==> src/rtl/twdp_pkg.sv <==
package twdp_pkg;

  localparam int unsigned MAX_LANES = 8;
  localparam int unsigned ACT_W     = 8;
  localparam int unsigned CODE_W    = 2;
  localparam int unsigned ACTS_W    = MAX_LANES * ACT_W;
  localparam int unsigned CODES_W   = MAX_LANES * CODE_W;
  localparam int unsigned COUNT_W   = 4;
  localparam int unsigned PROD_W    = ACT_W + 2;
  localparam int unsigned SUM_W     = PROD_W + $clog2(MAX_LANES);
  localparam int unsigned ACC_W     = 32;

  localparam logic [CODE_W-1:0] CODE_NEG  = 2'd0;
  localparam logic [CODE_W-1:0] CODE_ZERO = 2'd1;
  localparam logic [CODE_W-1:0] CODE_POS  = 2'd2;
  localparam logic [CODE_W-1:0] CODE_DBL  = 2'd3;

  typedef struct packed {
    logic advance;
    logic last;
  } acc_ctrl_t;

  function automatic logic signed [PROD_W-1:0] lane_product(
    input logic signed [ACT_W-1:0] act,
    input logic [CODE_W-1:0]       code
  );
    logic signed [PROD_W-1:0] a;
    a = PROD_W'(act);
    case (code)
      CODE_NEG:  lane_product = -a;
      CODE_ZERO: lane_product = '0;
      CODE_POS:  lane_product = a;
      CODE_DBL:  lane_product = a <<< 1;
      default:   lane_product = '0;
    endcase
  endfunction

endpackage

==> src/rtl/ternary_weight_dot_product_top.sv <==
// An accepted last word is registered at the input, then at the result.
// Throughput: one word per cycle unless stalled; input register feeds lane
// adder tree and single 32-bit accumulate, which writes the result register.
// A held result only stalls the input when the next word is also last.
// Reset (rst_ni low, asynchronous) clears the accumulator and all valid flags.
module ternary_weight_dot_product_top #(
  parameter int unsigned LANES = twdp_pkg::MAX_LANES
) (
  input  logic                                clk_i,
  input  logic                                rst_ni,
  input  logic                                in_valid_i,
  output logic                                in_stall_o,
  input  logic [twdp_pkg::ACTS_W-1:0]         activations_i,
  input  logic [twdp_pkg::CODES_W-1:0]        weight_codes_i,
  input  logic [twdp_pkg::COUNT_W-1:0]        lanes_valid_i,
  input  logic                                last_i,
  output logic                                out_valid_o,
  input  logic                                out_stall_i,
  output logic signed [twdp_pkg::ACC_W-1:0]   dot_sum_o
);
  import twdp_pkg::*;

  logic                  s1_valid_q;
  logic                  s1_valid_d;
  logic [ACTS_W-1:0]     acts_q;
  logic [CODES_W-1:0]    codes_q;
  logic [COUNT_W-1:0]    count_q;
  logic                  last_q;
  logic                  accept;
  logic signed [SUM_W-1:0] part_sum;
  acc_ctrl_t             ctrl;

  assign ctrl.last    = last_q;
  assign ctrl.advance = s1_valid_q && !(last_q && out_valid_o && out_stall_i);
  assign in_stall_o   = s1_valid_q && !ctrl.advance;
  assign accept       = in_valid_i && !in_stall_o;

  always_comb begin
    s1_valid_d = s1_valid_q;
    if (accept) begin
      s1_valid_d = 1'b1;
    end else if (ctrl.advance) begin
      s1_valid_d = 1'b0;
    end
  end

  always_ff @(posedge clk_i or negedge rst_ni) begin
    if (!rst_ni) begin
      s1_valid_q <= 1'b0;
    end else begin
      s1_valid_q <= s1_valid_d;
    end
  end

  always_ff @(posedge clk_i) begin
    if (accept) begin
      acts_q  <= activations_i;
      codes_q <= weight_codes_i;
      count_q <= lanes_valid_i;
      last_q  <= last_i;
    end
  end

  twdp_lane_sum #(
    .LANES(LANES)
  ) u_lane_sum (
    .activations_i (acts_q),
    .weight_codes_i(codes_q),
    .lanes_valid_i (count_q),
    .part_sum_o    (part_sum)
  );

  twdp_acc u_acc (
    .clk_i      (clk_i),
    .rst_ni     (rst_ni),
    .ctrl_i     (ctrl),
    .part_sum_i (part_sum),
    .out_valid_o(out_valid_o),
    .out_stall_i(out_stall_i),
    .dot_sum_o  (dot_sum_o)
  );

endmodule

==> src/rtl/twdp_lane_sum.sv <==
module twdp_lane_sum #(
  parameter int unsigned LANES = twdp_pkg::MAX_LANES
) (
  input  logic [twdp_pkg::ACTS_W-1:0]         activations_i,
  input  logic [twdp_pkg::CODES_W-1:0]        weight_codes_i,
  input  logic [twdp_pkg::COUNT_W-1:0]        lanes_valid_i,
  output logic signed [twdp_pkg::SUM_W-1:0]   part_sum_o
);
  import twdp_pkg::*;

  logic signed [PROD_W-1:0] prod [LANES];

  for (genvar i = 0; i < LANES; i++) begin : g_lane
    logic signed [ACT_W-1:0] act;
    logic [CODE_W-1:0]       code;
    assign act  = activations_i[ACT_W*i +: ACT_W];
    assign code = weight_codes_i[CODES_W-1-CODE_W*i -: CODE_W];
    assign prod[i] = (lanes_valid_i > COUNT_W'(i)) ? lane_product(act, code) : '0;
  end

  always_comb begin
    part_sum_o = '0;
    for (int i = 0; i < LANES; i++) begin
      part_sum_o = part_sum_o + SUM_W'(prod[i]);
    end
  end

endmodule

==> src/rtl/twdp_acc.sv <==
module twdp_acc (
  input  logic                                clk_i,
  input  logic                                rst_ni,
  input  twdp_pkg::acc_ctrl_t                 ctrl_i,
  input  logic signed [twdp_pkg::SUM_W-1:0]   part_sum_i,
  output logic                                out_valid_o,
  input  logic                                out_stall_i,
  output logic signed [twdp_pkg::ACC_W-1:0]   dot_sum_o
);
  import twdp_pkg::*;

  logic [ACC_W-1:0] acc_q;
  logic [ACC_W-1:0] acc_d;
  logic [ACC_W-1:0] sum;
  logic             emit;
  logic             valid_q;
  logic             valid_d;
  logic [ACC_W-1:0] dot_q;

  assign sum  = acc_q + ACC_W'(part_sum_i);
  assign emit = ctrl_i.advance && ctrl_i.last;

  always_comb begin
    acc_d = acc_q;
    if (ctrl_i.advance) begin
      acc_d = ctrl_i.last ? '0 : sum;
    end
  end

  always_comb begin
    valid_d = valid_q;
    if (emit) begin
      valid_d = 1'b1;
    end else if (valid_q && !out_stall_i) begin
      valid_d = 1'b0;
    end
  end

  always_ff @(posedge clk_i or negedge rst_ni) begin
    if (!rst_ni) begin
      acc_q   <= '0;
      valid_q <= 1'b0;
    end else begin
      acc_q   <= acc_d;
      valid_q <= valid_d;
    end
  end

  always_ff @(posedge clk_i) begin
    if (emit) begin
      dot_q <= sum;
    end
  end

  assign out_valid_o = valid_q;
  assign dot_sum_o   = $signed(dot_q);

endmodule

==> config.mk <==
export PLATFORM = sky130hd
export DESIGN_NAME = ternary_weight_dot_product_top
export DESIGN_NICKNAME = d
export VERILOG_FILES = /design/src/rtl/twdp_pkg.sv /design/src/rtl/ternary_weight_dot_product_top.sv /design/src/rtl/twdp_lane_sum.sv /design/src/rtl/twdp_acc.sv
export SDC_FILE = /design/constraint.sdc
export NUM_CORES = 1
export LEC_CHECK = 0
export ABC_AREA = 1
export BUFFER_PORTS_ARGS = -buffer_cell sky130_fd_sc_hd__buf_2
export CAP_MARGIN = 40
export CELL_PAD_IN_SITES_DETAIL_PLACEMENT = 1
export CELL_PAD_IN_SITES_GLOBAL_PLACEMENT = 1
export CORE_MARGIN = 2
export CORE_UTILIZATION = 46
export CTS_BUF_LIST = sky130_fd_sc_hd__clkbuf_2
export DETAILED_ROUTE_END_ITERATION = 8
export PLACE_DENSITY = 0.83
export SLEW_MARGIN = 20
export SYNTH_ARGS = -nofsm -noshare
export SYNTH_HDL_FRONTEND = slang
export SYNTH_HIERARCHICAL = 1
export SYNTH_SLANG_ARGS = --single-unit
==> constraint.sdc <==
create_clock -name clk_i -period 7.3 [get_ports clk_i]
set_input_delay 0.73 -clock clk_i [delete_from_list [all_inputs] [get_ports clk_i]]
set_output_delay 0.73 -clock clk_i [all_outputs]
set_load 0.1 [all_outputs]
==> results by group, run 1 <==
Yosys
  – Area fraction in compound gates after synthesis: around a tenth
  – Largest area contributor in the netlist: edfxtp_1
  – Sequential-to-total area share from yosys stat: 35.6%
  – XOR/XNOR Fraction of Synth Area: under 10%
  – Synth unique cells: 45
  – Ys Warns: 6
  – Number of flops mapped to enable cells by yosys: 117
  – #FFs+latches synth: about 150
  – Synthesized-area fraction occupied by adder cells: roughly 16%
  – Main combinational cell family by area after synthesis: simple AND/OR/NAND/NOR gates
  – Synth Flop Type: edfxtp_1
  – Post-Synth Simple-Gate Area: 26.4%
  – Top post-synthesis cells by area: edfxtp_1 29%, nand2_1 14%, fa_1 10%, inv_1 9.5%, dfrtp_1 6.9%
  – Share of the synthesized area in the top cell type: 28.7%
  – Post-synthesis cell count: 1595
  – Post-synth ARST share: ~23%
  – Synth Net Count: 1800
  – Cell Area, Synth: 12300 um2
  – Syn Area/Cell: between 7 and 8 um2
  – Post-synthesis mux area share: 0%

Status
  – Status: complete, but fails checks
  – Failing checks: DRC

Floorplan
  – Die width: between 150 and 200 um
  – IO Count: 123
  – Die ar.: 28000 um2
  – Area of the core: approximately 26000 um2
  – Initial core utilization: 46.9%
  – Chip height: 167 um
  – FP Rows: between 50 and 60

STA
  – RSZ-0062 raised after global routing: false
  – Pins Over Slew Limit: 0
  – Min Tclk post-route: 6.76 ns
  – Max Freq: approximately 150 MHz
  – Final Hold Vio Count: 0
  – Slew @ Worst Pin: 0.659 ns
  – Setup violations, final: 0
  – Setup Skew: about 0.046 ns
  – Max_slew headroom: 55.8%
  – Setup TNS: 0 ns
  – Period utilization: 92.6%

Placement
  – RD Place Congestion: 0.904
  – DP HPWL: 29.6 mm
  – PortBufs: ~120

Worst setup path
  – Worst Path Arrival: around 7.3 ns
  – CP Launch Point: count_q[3]
  – FF-to-FF setup slack: 0.54 ns
  – Top Family by Delay on Critical Path: adder cells
  – Critical path fanouts, max: 20
  – Worst setup path category: register to register
  – Worst R2R Path Depth: 27
  – Worst endpoint required time: 7.86 ns
  – Largest stage delay, worst path: 0.61 ns
  – Reg2Reg Capture Point: u_acc/dot_sum_o[28]
  – Buf/Inv on CP: 4
  – CP max stage cell: fa_1
  – Crit-path most repeated cell: nand2_1
  – Critical Path End Type: register
  – Critical Path Start Type: register
  – Worst r2r src: count_q[3]

GRT
  – GRT Util Overall: 27.3%
  – Largest net degree at the start of global routing: 71
  – Number of global-route vias before repair: 11883
  – First-pass GRT wire length: around 60 mm
  – Grt ovf: 0
  – Initial antenna violation count: 1

Layout
  – Final layout net count: around 2000
  – Most common cell after layout, fill and taps aside: nand2_1
  – Layout cells sized above 1: 12.9%
  – Most frequent cells in the layout: 448 x nand2_1, 309 x inv_1, 122 x buf_2
  – Register area: 4360 um2
  – Area Growth Syn to Fin: 13.3%
  – Multi-input logic area: roughly 6600 um2
  – Filler cell count: 3346

Routing
  – Routed WL per cell: roughly 18 um
  – Drt drc: 7
  – First-pass DRT Iterations: 7
  – Total Wirelength: roughly 37 mm
  – Iteration-0 DRC Markers: around 680
  – Routed Antenna Nets: 0
  – Vias per std cell: ~5.3
  – Total number of vias: 11232

Min path
  – WHS Endpoint: acts_q[53]
  – Hold Crit Start: activations_i[53]
  – Worst Hold Class: input port to register
  – Worst Hold Depth: 1

Clock network
  – Worst-Skew Late Latency: 0.78 ns
  – Clock-pin slew on the worst setup and hold paths: roughly 0.28 ns
  – CTS root buf: clkbuf_2
  – CTS Sinks: between 150 and 200
  – H-tree levels: 4
  – Clock buffer count from CTS: 17
  – Post-CTS Resized: 0
  – Deepest clock path buffer count: 2
  – CTS tree: done

Flow run
  – MaxCap Viol Count: 0
## flip-flops by register name, summed over array words and instances, names as in the netlist
| signal | cells |
|---|---|
| acts_q | 64 |
| u_acc/acc_q | 32 |
| u_acc/dot_sum_o | 32 |
| codes_q | 16 |
| count_q | 4 |
| last_q | 1 |
| s1_valid_q | 1 |
| u_acc/out_valid_o | 1 |
## worst register-to-register path, cell delays in order, from the launching register on
cell      delay (ns)
edfxtp_1        0.48
buf_12          0.17
nor2_4          0.35
o21ai_2         0.25
nand2_1         0.14
a21oi_1         0.07
fa_1            0.61
inv_1           0.09
fa_1            0.52
fa_1            0.61
fa_1            0.57
inv_1           0.04
ha_1            0.33
nand2_1         0.09
nor2_1          0.17
nand3_1         0.11
nand3_1         0.10
nand2_1         0.05
nand2_1         0.06
buf_4           0.28
ha_1            0.37
a21oi_1         0.22
nor2_1          0.07
nor2_1          0.15
nand2_1         0.07
a21oi_1         0.25
nand3_1         0.14
and2_1          0.19
## cells by family (layout without fill, tap and decap cells)
| kind of cell | after synthesis | in the layout |
|---|---|---|
| AOI/OAI and AO/OA | 212 | 212 |
| buffers and inverters | 336 | 512 |
| and+or+nand+nor | 754 | 754 |
| other | 0 | 2 |
| DFF | 151 | 151 |
| adders and majority gates | 116 | 116 |
| xor gates and xnor gates | 26 | 26 |
## Yosys cell counts, drive strengths merged, types with 5 or more instances
cell type and n:
fa 64, a21oi 97, inv 325, dfrtp 34, o21ai 73, edfxtp 117
nand2 463, or2 8, a22o 5, and2 20, o221ai 6, o211ai 11
nor3 23, xor2 17, ha 52, xnor2 9, a211oi 6, nand3 102
nor2 122, nand4 12
## metrics by stage
| stage | utilization [%] | hold slack (ns) | instance area [um2] | cells | setup slack, ns |
|---|---|---|---|---|---|
| 2_1_floorplan | - | 0.434 | 12300 | 1595 | 1.23 |
| 3_3_place_gp | 51.0 | 0.469 | 13300 | 2052 | 0.500 |
| 3_5_place_dp | 51.2 | 0.477 | 13400 | 2054 | 0.331 |
| 4_1_cts | 52.3 | 0.0105 | 13700 | 2087 | 0.287 |
| 5_1_grt | 53.2 | -0.00876 | 13900 | 2108 | 0.0709 |
| 6_report | 53.2 | 0.0895 | 13900 | 2108 | 0.540 |
## final cells by class
cell class | instances | share of cell area [%]
well taps | 335 | 3.02
multi-input cells | 1108 | 47.8
clock inverters | 13 | 1.40
diodes | 2 | 0.0360
inverters | 328 | 8.88
repair buffers | 152 | 6.79
flip-flops and latches | 151 | 31.4
clock buffers | 19 | 0.684
## how the worst max path moves through the flow
| stage | endpoint | slack, ns | cells past startpoint |
|---|---|---|---|
| 2_1_floorplan | u_acc/dot_sum_o[31] | 1.23 | 30 |
| 3_3_place_gp | u_acc/dot_sum_o[28] | 0.50 | 29 |
| 3_5_place_dp | u_acc/dot_sum_o[28] | 0.33 | 28 |
| 4_1_cts | u_acc/dot_sum_o[28] | 0.29 | 28 |
| 5_1_grt | u_acc/dot_sum_o[25] | 0.07 | 31 |
| 6_report | u_acc/dot_sum_o[28] | 0.54 | 27 |
## what timing repair did
action | CTS | global route
hold buffers | 1 | 16
endpoints found under the hold margin | 10 | 16
setup buffers | 0 | 2
setup endpoints to repair | 0 | 12
## per-layer routing
metal	wire length (um)	vias up	track usage (%)	share of wire [%]
met3	1760	42	4.44	4.7
met1	16700	5532	35.8	45
met2	18200	255	47.3	49
li1	-	5403	-	-
met4	655	0	7.07	1.8
met5	0	-	0	0
Power of run 1 is left out: the tool's default activity adds up to more than one toggle a clock period on the data nets, which glitch-free logic cannot reach.
==> inputs of run 2 (changes only) <==
--- a/config.mk
+++ b/config.mk
@@ -11,12 +11,11 @@
 export CELL_PAD_IN_SITES_DETAIL_PLACEMENT = 1
 export CELL_PAD_IN_SITES_GLOBAL_PLACEMENT = 1
 export CORE_MARGIN = 2
-export CORE_UTILIZATION = 46
+export CORE_UTILIZATION = 47
 export CTS_BUF_LIST = sky130_fd_sc_hd__clkbuf_2
 export DETAILED_ROUTE_END_ITERATION = 8
-export PLACE_DENSITY = 0.83
+export PLACE_DENSITY = 0.84
 export SLEW_MARGIN = 20
 export SYNTH_ARGS = -nofsm -noshare
 export SYNTH_HDL_FRONTEND = slang
-export SYNTH_HIERARCHICAL = 1
 export SYNTH_SLANG_ARGS = --single-unit
==> run 2 against run 1 <==
Synthesized area decreased by 2.9%. The run now fails in 5_1_grt. Synthesized cell count down 10%.
==> results by group, run 2 <==
GRT
  – Largest net degree at the start of global routing: 67
  – Grt ovf: 83
  – GRT Util Overall: 66.8%

Yosys
  – Area fraction in compound gates after synthesis: 13.1%
  – Count leader, synth: nand2_1
  – Share of the synthesized area in the top cell type: 29.5%
  – Synth Net Count: roughly 1600
  – Sequential-to-total area share from yosys stat: 36.7%
  – Top post-synthesis cells by area: edfxtp_1 30%, fa_1 9.6%, nand2_1 9.5%, inv_1 8.2%, dfrtp_1 7.1%
  – Post-synthesis cell count: 1430
  – Post-synthesis mux area share: 0%
  – Main combinational cell family by area after synthesis: simple AND/OR/NAND/NOR gates
  – Synth Flop Type: edfxtp_1
  – Synth top cells by count: 300 x nand2_1, 259 x inv_1, 117 x edfxtp_1
  – Number of flops mapped to enable cells by yosys: 117
  – Synthesized-area fraction occupied by adder cells: 16.2%
  – Synth unique cells: 52
  – Ys Warns: 0
  – Syn Area/Cell: 8.33 um2
  – Post-synth ARST share: 22.5%
  – XOR/XNOR Fraction of Synth Area: between 4 and 5%
  – Largest area contributor in the netlist: edfxtp_1
  – Cell Area, Synth: 11900 um2
  – #FFs+latches synth: 151
  – Post-Synth Simple-Gate Area: 21.1%

Status
  – Failed at: 5_1_grt
  – Status: stopped before the end
  – Stop Error: [ERROR GRT-0232] Routing congestion too high. Check the congestion heatmap in the GUI.

Floorplan
  – Die width: 163 um
  – Initial core utilization: 47.6%
  – FP Rows: 58
  – IO Count: 123
  – Chip height: 163 um

Placement
  – Pre-CTS WS: -0.585 ns
  – PortBufs: 122
  – DP HPWL: 30.4 mm
  – RD Place Congestion: 0.932

Clock network
  – Deepest clock path buffer count: 2
  – H-tree levels: 4
  – CTS root buf: clkbuf_2
  – Clock buffer count from CTS: 17
  – CTS Sinks: 151

STA
  – Worst EP kind: sequential cell input
  – Worst_ep grt: u_acc.acc_q[27]$_DFFE_PN0P_/D
-- run 2: cell types whose count changed after synthesis, moves of 7 or more --
cell,delta
xor2_1,+27
a21oi_1,-21
o2111ai_1,+13
nand2_1,-148
inv_1,-50
and2_1,-8
o21ai_0,+9
fa_1,-7
nand3_1,-19
ha_1,+11
inv_2,-10
o221ai_1,+20
-- run 2: cells by family after synthesis --
family	count (synthesis)
xor+xnor	54
buf+inv	278
simple gates	578
fa+ha+maj	120
flops	151
compound gates	249
-- run 2: timing repair --
action                                  4_1_cts
hold endpoints to repair                     18
hold buffers                                  1
resized for setup                           215
endpoints found under the setup margin       46
buffers inserted                             36
cloned                                        1
pin swaps                                    79
-- run 2: layer usage --
| layer | overflow | global-route usage [%] |
|---|---|---|
| met2 | 42 | 90.7 |
| met3 | 0 | 47.2 |
| met5 | 1 | 15.7 |
| met1 | 0 | 62.6 |
| met4 | 40 | 68.7 |
-- run 2: through the flow --
step	instances	setup TNS (ns)	area (um2)
detailed placement	2013	-17.38	14000
CTS	2082	-0.135	15500
global placement	2011	-6.10	13900
floorplan	1430	0	11900
==> inputs of run 3 (changes only) <==
--- a/config.mk
+++ b/config.mk
@@ -8,13 +8,10 @@
 export ABC_AREA = 1
 export BUFFER_PORTS_ARGS = -buffer_cell sky130_fd_sc_hd__buf_2
 export CAP_MARGIN = 40
-export CELL_PAD_IN_SITES_DETAIL_PLACEMENT = 1
-export CELL_PAD_IN_SITES_GLOBAL_PLACEMENT = 1
 export CORE_MARGIN = 2
-export CORE_UTILIZATION = 47
-export CTS_BUF_LIST = sky130_fd_sc_hd__clkbuf_2
+export CORE_UTILIZATION = 35
 export DETAILED_ROUTE_END_ITERATION = 8
-export PLACE_DENSITY = 0.84
+export PLACE_DENSITY_LB_ADDON = 0.15
 export SLEW_MARGIN = 20
 export SYNTH_ARGS = -nofsm -noshare
 export SYNTH_HDL_FRONTEND = slang
==> run 3 against run 2 <==
The run now ends clean. Synthesized area unchanged. Synthesized cell count did not move.
==> results by group, run 3 <==
STA
  – RSZ-0062 raised after global routing: true
  – Slew @ Worst Pin: 0.778 ns
  – Setup Skew: ~0.014 ns
  – Final Hold Vio Count: 0
  – Min Tclk post-route: 7.30 ns
  – Pins Over Slew Limit: 0
  – Max Freq: 137 MHz
  – Setup TNS: 0 ns
  – Setup violations, final: 0
  – Period utilization: 100%
  – Max_slew headroom: between 40% and 50%

GRT
  – Initial antenna violation count: 0
  – GRT Util Overall: 19.4%
  – Largest net degree at the start of global routing: 38
  – Grt ovf: 0
  – Number of global-route vias before repair: 10840
  – First-pass GRT wire length: 54.4 mm

Layout
  – Max reg flops: 64
  – Final layout net count: 1962
  – Most flop-heavy register: acts_q
  – Area Growth Syn to Fin: 41.6%
  – Most common cell after layout, fill and taps aside: nand2_1
  – # diodes: 0
  – Most frequent cells in the layout: 238 x nand2_1, 220 x inv_1, 175 x buf_4
  – Layout cells sized above 1: 37.7%

Clock network
  – CTS tree: done
  – Clock buffer count from CTS: 17
  – Hold-fix buffers, CTS: 0
  – CTS root buf: clkbuf_16
  – H-tree levels: 4
  – Deepest clock path buffer count: 2
  – Clock-pin slew on the worst setup and hold paths: 0.07 ns
  – Worst-Skew Late Latency: 0.46 ns
  – CTS Sinks: 151

Floorplan
  – Die width: between 150 and 200 um
  – IO Count: 123
  – Die ar.: 35500 um2
  – Area of the core: between 30000 and 40000 um2
  – FP Rows: 67
  – Initial core utilization: about 36%
  – Chip height: 188 um

Worst setup path
  – Worst setup path category: register to register
  – Worst Path Arrival: 7.51 ns
  – Worst R2R Path Depth: 45
  – Critical path fanouts, max: 5
  – Top Family by Delay on Critical Path: adder cells
  – Critical Path End Type: register
  – Reg2Reg Capture Point: u_acc.dot_sum_o[30]
  – Buf/Inv on CP: 10
  – FF-to-FF setup slack: roughly 0.000012 ns
  – Crit-path most repeated cell: nand2_1
  – Worst endpoint required time: ~7.5 ns
  – Critical Path Start Type: register
  – Worst r2r src: acts_q[17]
  – CP max stage cell: fa_1
  – Largest stage delay, worst path: 0.58 ns

Yosys
  – Synth Net Count: between 1500 and 2000
  – Synth top cells by count: 300 x nand2_1, 259 x inv_1, 117 x edfxtp_1
  – Cell Area, Synth: 11900 um2
  – Synth Flop Type: edfxtp_1
  – Post-synth ARST share: 22.5%
  – Post-synthesis cell count: 1430
  – Synth unique cells: 52
  – #FFs+latches synth: 151
  – Count leader, synth: nand2_1
  – Sequential-to-total area share from yosys stat: 36.7%
  – Number of flops mapped to enable cells by yosys: 117
  – Share of the synthesized area in the top cell type: 29.5%
  – Syn Area/Cell: 8.33 um2
  – Ys Warns: 0
  – Largest area contributor in the netlist: edfxtp_1
  – Top post-synthesis cells by area: edfxtp_1 30%, fa_1 9.6%, nand2_1 9.5%, inv_1 8.2%, dfrtp_1 7.1%

Routing
  – Drt drc: 0
  – First-pass DRT Iterations: 5
  – Total Wirelength: roughly 34 mm
  – Iteration-0 DRC Markers: 696
  – Routed WL per cell: about 16 um
  – Vias per std cell: 4.86
  – Routed Antenna Nets: 0
  – Total number of vias: 10751

Placement
  – DP HPWL: between 20 and 30 mm
  – RD Place Congestion: 0.896
  – PortBufs: between 100 and 150

Min path
  – Worst Hold Class: input port to asynchronous set/reset pin

Status
  – Status: finished clean

Flow run
  – MaxCap Viol Count: 0
==> run 3: worst max path at each step <==
stage | start | depth (start not counted) | slack (ns) | to
global placement | acts_q[17] | 42 | -0.40 | u_acc.dot_sum_o[30]
global route | acts_q[9] | 45 | -0.37 | u_acc.dot_sum_o[30]
CTS | acts_q[17] | 43 | 0.0008 | u_acc.dot_sum_o[25]
finish | acts_q[17] | 45 | 0.00001 | u_acc.dot_sum_o[30]
detailed placement | acts_q[17] | 42 | -0.42 | u_acc.dot_sum_o[29]
floorplan | count_q[3] | 42 | 0.006 | u_acc.dot_sum_o[23]
==> run 3: layout make-up <==
type / instances / area (um2)
clock buffer: 19 / 433
clock inverter: 13 / 110
fill: 3153 / 16700
inverter: 269 / 1030
multi-input combinational: 1001 / 8170
sequential: 151 / 4360
tap: 448 / 561
timing repair buffer: 313 / 2200
==> run 3: cell families (layout without fill, tap and decap cells) <==
family | after synthesis | in the layout | synth area share [%]
and+or+nand+nor | 578 | 578 | 21.1
buffers and inverters | 278 | 614 | 8.91
AOI/OAI and AO/OA | 249 | 249 | 13.1
DFF | 151 | 151 | 36.7
adders and majority gates | 120 | 120 | 16.2
xor gates and xnor gates | 54 | 54 | 4.03
==> run 3: through the flow <==
stage / instance area [um2] / worst slack (ns) / std cells / util, % / hold slack (ns)
2_1_floorplan: 11900 / 0.00585 / 1430 / - / 0.434
3_3_place_gp: 14200 / -0.403 / 2149 / 42.5 / 0.479
3_5_place_dp: 14300 / -0.420 / 2151 / 42.6 / 0.483
4_1_cts: 15700 / 0.000818 / 2196 / 46.8 / 0.233
5_1_grt: 16900 / -0.375 / 2214 / 50.3 / 0.254
6_report: 16900 / 0.0000115 / 2214 / 50.3 / 0.239
==> run 3: worst reg2reg max path: cells and delay by family (launching register included) <==
kind,cells,cell delay (ns)
AO/OA/AOI/OAI,3,0.43
XOR/XNOR,1,0.15
adder cells (fa/ha/maj),8,3.06
buffers and inverters,10,0.86
flip-flops,1,0.46
AND/OR/NAND/NOR,23,2.10
==> run 3: repair_timing <==
| action | in CTS | in global routing |
|---|---|---|
| buffers inserted | 10 | 19 |
| pin swaps | 55 | 167 |
| resized for setup | 144 | 250 |
| gates cloned | 3 | 0 |
| setup endpoints to repair | 46 | 49 |
| hold endpoints to repair | 0 | 0 |
==> run 3: routing by layer <==
layer	wire length (um)	GRT usage (%)
met5	0	0
met1	16200	26.4
met2	16200	32.1
met4	626	4.69
met3	1320	3.43
Power of run 3 is left out for the same reason.
